**src/sv/jrpd_pkg.sv**
```systemverilog
package jrpd_pkg;

    localparam int unsigned JOINTS_DEF = 7;

    // Operation codes
    localparam logic [2:0] OP_CONTROL = 3'd0;
    localparam logic [2:0] OP_START   = 3'd1;
    localparam logic [2:0] OP_GOAL    = 3'd2;
    localparam logic [2:0] OP_STIFF   = 3'd3;
    localparam logic [2:0] OP_DAMP    = 3'd4;

    // Configuration register indexes
    localparam logic [1:0] REG_DURATION  = 2'd0;
    localparam logic [1:0] REG_TOLERANCE = 2'd1;
    localparam logic [1:0] REG_HOLD      = 2'd2;

    localparam logic [31:0] DURATION_RST  = 32'd10000000;
    localparam logic [15:0] TOLERANCE_RST = 16'd655;

    localparam logic [16:0] FRAC_ONE  = 17'h10000;
    localparam int unsigned DIV_STEPS = 16;

    typedef struct packed {
        logic capture;
        logic elapse;
        logic div_init;
        logic div_step;
        logic ramp;
        logic err;
        logic mul_a;
        logic mul_b;
        logic out_load;
    } t_cmd;

    typedef struct packed {
        logic in_ctrl;
        logic need_ramp;
        logic div_hit;
        logic div_last;
        logic out_free;
    } t_status;

endpackage

```
**src/sv/jrpd_ctrl.sv**
```systemverilog
module jrpd_ctrl (
    input  logic              i_clk,
    input  logic              i_rst_n,
    input  logic              i_in_valid,
    output logic              o_in_ready,
    input  jrpd_pkg::t_status i_st,
    output jrpd_pkg::t_cmd    o_cmd
);

    typedef enum logic [8:0] {
        S_IDLE  = 9'b000000001,
        S_ELAP  = 9'b000000010,
        S_DIVI  = 9'b000000100,
        S_DIV   = 9'b000001000,
        S_RAMP  = 9'b000010000,
        S_ERR   = 9'b000100000,
        S_MULA  = 9'b001000000,
        S_MULB  = 9'b010000000,
        S_OUT   = 9'b100000000
    } t_state;

    t_state r_state, n_state;

    // Sequence one control beat through the datapath
    always_comb begin
        n_state = r_state;
        o_cmd   = '0;
        case (r_state)
            S_IDLE: begin
                o_cmd.capture = i_in_valid;
                if (i_in_valid && i_st.in_ctrl) begin
                    if (i_st.need_ramp) n_state = S_ELAP;
                    else                n_state = S_RAMP;
                end
            end
            S_ELAP: begin
                o_cmd.elapse = 1'b1;
                n_state = S_DIVI;
            end
            S_DIVI: begin
                o_cmd.div_init = 1'b1;
                n_state = i_st.div_hit ? S_RAMP : S_DIV;
            end
            S_DIV: begin
                o_cmd.div_step = 1'b1;
                if (i_st.div_last) n_state = S_RAMP;
            end
            S_RAMP: begin
                o_cmd.ramp = 1'b1;
                n_state = S_ERR;
            end
            S_ERR: begin
                o_cmd.err = 1'b1;
                n_state = S_MULA;
            end
            S_MULA: begin
                o_cmd.mul_a = 1'b1;
                n_state = S_MULB;
            end
            S_MULB: begin
                o_cmd.mul_b = 1'b1;
                n_state = S_OUT;
            end
            S_OUT: begin
                // hold until the output register is free
                if (i_st.out_free) begin
                    o_cmd.out_load = 1'b1;
                    n_state = S_IDLE;
                end
            end
            default: n_state = S_IDLE;
        endcase
    end

    assign o_in_ready = (r_state == S_IDLE);

    always_ff @(posedge i_clk) begin
        if (!i_rst_n) r_state <= S_IDLE;
        else          r_state <= n_state;
    end

endmodule

```
**config.mk**
```make
export PLATFORM = sky130hd
export DESIGN_NAME = jrpd_ctrl
export DESIGN_NICKNAME = d
export VERILOG_FILES = /design/src/sv/jrpd_pkg.sv /design/src/sv/jrpd_ctrl.sv
export SDC_FILE = /design/constraint.sdc
export NUM_CORES = 1
export LEC_CHECK = 0
export BUFFER_PORTS_ARGS = -buffer_cell sky130_fd_sc_hd__buf_2
export CORE_UTILIZATION = 45
export DETAILED_ROUTE_END_ITERATION = 10
export PLACE_DENSITY = 0.81
export SETUP_SLACK_MARGIN = 0.5
export SLEW_MARGIN = 20
export SYNTH_ARGS = -nofsm -noshare
export SYNTH_HDL_FRONTEND = slang
export SYNTH_SLANG_ARGS = --single-unit
```
**constraint.sdc**
```tcl
create_clock -name i_clk -period 1.9 [get_ports i_clk]
set_clock_uncertainty 0.1 [all_clocks]
set_input_delay 0.285 -clock i_clk [delete_from_list [all_inputs] [get_ports i_clk]]
set_output_delay 0.285 -clock i_clk [all_outputs]
set_load 0.005 [all_outputs]
```
==> out/qor.yml <==
status: "finished, violations left"
failed_checks: "setup timing"
final_util: 0.705
syn2layout_area_growth_pct: 44.3
p_leak_nw: 0.444
synth_flop_cell: "dfxtp_1"
wl_um: 1850
grt.total_usage: 0.258
cts-buffers-inserted: 3
synth_top_area_frac: 0.283
hold_viol: 0
crit_required_ns: 1.51
tightest_slew_ns: 0.453
holdWs_ns: 0.130
drv_slew: 0
clock_path_buffers: 2
synth_commonest_cells: "dfxtp_1, nor2_1, nand2_1"
synth_top_area_cell: "dfxtp_1"
max-slew-margin-rel: 0.697
cp_slowest_stage_delay_ns: 0.52
synth_edf_count: 0
async_flop_share: 0
layout-drive-gt1-share: 0.500
core_um2: 1300
cap_violations: 0
fmax_mhz: 466
initial_utilization: 0.488
drtPass1Iterations: 4
cts_root_buf: "clkbuf_4"
whs_endpoint: "r_state[1]"
synth-seq-cells: 9
cts.sinks: 9
drtIter0Drc: 28
crit_chain: "or4_4, nand2b_4, nor3_4, and3b_1, buf_2"
grt-ovfl-total: 0
grt_pass1_wl_um: 2510
synth.area.top_cells: "dfxtp_1, nor2_1, nand2_1, and3b_1, nor4b_1"
hp-class: "input pin to flip-flop"
min_period_ns: 2.15
min_from: "i_st[3]"
crit_path_end_kind: "primary output"
hpwlAfterDp_um: 1160
finalNonFillerCells: 121
worst-setup-path-type: "flip-flop to primary output"
setup_slack_ns: -0.246
synthesis.instances: 73
ctsHoldBuffers: 0
via_per_inst: 5.97
syn_nets: 81
start_kind: "flip-flop"
irDropWorstVdd_mv: 0.481
ys_seq_area_frac: 0.283
top_register: "r_state"
fp.dieW_um: 39.6
worstReg2RegStart: "r_state[0]"
worstPathArrival_ns: 1.76
ant_nets: 0
fp-row-count: 13
grt_antenna_before_repair: 0
die-area_um2: 1570
grt_max_degree: 10
netlist_area_um2: 636
crit_family: "simple AND/OR/NAND/NOR gates"
htree_levels: 1
cts_tree: "built"
layout.nets: 115
post_drt_wl_per_cell_um: 15.3
reg2reg_setup_slack_ns: 0.04
finalSetupTns_ns: -1.38
grt_setup_unrepaired: "true"
r2r_cells: 5
yosysUniqueCellTypes: 34
path_buf_inv: 1
power_density_nw_per_um2: 755
path_clk_slew_ns: 0.07
drc: 0
largest_reg_flops: 9
vias: 722
fin_crit_sh: 1.13
clkLatencyLatePin_ns: 0.27
io_buffers: 17
largestRegisters: "r_state: 9 flops"
ios: 18
antenna_cells: 0
path_max_fanout: 4
die_height_um: 39.6
whs_path_depth: 3
place.gp.congestion: 0.816
avgSynthCellArea_um2: 8.71
setup_viol: 9
place_inst: 108
yosys_warnings: 0
cpMaxStageDelayCell: "or4_4"
timing.rr.end: "r_state[5]"
grt_pass1_vias: 559
[final cells by class]
class	count	area [um2]
Tap cell	15	18.8
Fill cell	101	384
Multi-Input combinational cell	58	465
Sequential cell	9	186
Clock buffer	4	26.3
Inverter	3	11.3
Timing Repair Buffer	32	209
[repair_timing]
item	CTS	global route
pin swaps	10	3
gates resized for setup	8	5
endpoints found under the setup margin	19	19
buffers inserted	6	3
[placed cells by master (no fill, tap or decap)]
cell type  netlist  final
and2_1           1      1
or4_4            1      1
nor3_1           3      2
or3_4            2      2
xor2_1           2      2
a21oi_1          2      2
buf_6            1      3
nand2b_1         2      2
nor2b_4          0      1
dfxtp_2          0      5
and4b_1          2      2
buf_4            0     12
and3b_1          3      3
o21bai_1         1      1
or2b_1           1      1
nor2_1           9      9
a211oi_1         2      2
nor4_2           0      1
nor2b_1          2      1
nor4b_4          1      2
o21ai_4          0      1
dfxtp_1          9      4
inv_1            3      3
buf_2            1     17
nand3_1          1      1
o31ai_4          1      1
nand2b_4         1      1
nand2_1          7      7
clkbuf_1         1      1
nor4b_1          3      3
nor3_2           2      2
o21a_1           1      1
nor3_4           0      1
o21ai_0          2      2
clkbuf_4         0      3
o22ai_1          1      1
nor3b_1          1      1
a221oi_1         1      1
[worst max-delay path by stage]
| stage | from | end | slack (ns) | cells past startpoint |
|---|---|---|---|---|
| after floorplan | r_state[0] | o_cmd[2] | 0.19 | 4 |
| after global placement | r_state[0] | o_cmd[3] | 0.09 | 5 |
| after detailed placement | r_state[1] | o_cmd[3] | 0.05 | 5 |
| after CTS | r_state[1] | o_cmd[3] | -0.25 | 5 |
| after global routing | r_state[0] | o_cmd[3] | -0.32 | 5 |
| final | r_state[0] | o_cmd[3] | -0.25 | 5 |
[tightest hold or removal path, delay by kind of cell]
| kind | cells | cell delay (ns) |
|---|---|---|
| buffers and inverters | 1 | 0.10 |
| and+or+nand+nor | 2 | 0.08 |
[per-layer routing]
layer,share of wire,vias up,global-route usage
li1,-,332,-
met1,0.41,330,0.293
met2,0.48,45,0.393
met3,0.077,15,0.0909
met4,0.039,0,0.181
met5,0,-,0
[metrics by stage]
stage	power [W]	setup slack, ns	area, um2
floorplan	0.000371	0.194	643
global placement	0.000436	0.0875	772
detailed placement	0.000443	0.0498	772
CTS	0.000648	-0.247	871
global route	0.000729	-0.323	917
finish	0.000692	-0.246	917
[power breakdown]
group | total [W] | internal (W) | switching [W]
clock | 0.000158 | 0.0000814 | 0.0000770
combinational | 0.000321 | 0.000178 | 0.000144
sequential | 0.000212 | 0.000202 | 0.0000105
[cells by family after synthesis]
group	share of synthesized area
flip-flops	0.283
AO/OA/AOI/OAI	0.150
AND/OR/NAND/NOR	0.490
buffers and inverters	0.0492
XOR/XNOR	0.0276
Power figures use the tool's default switching activity.
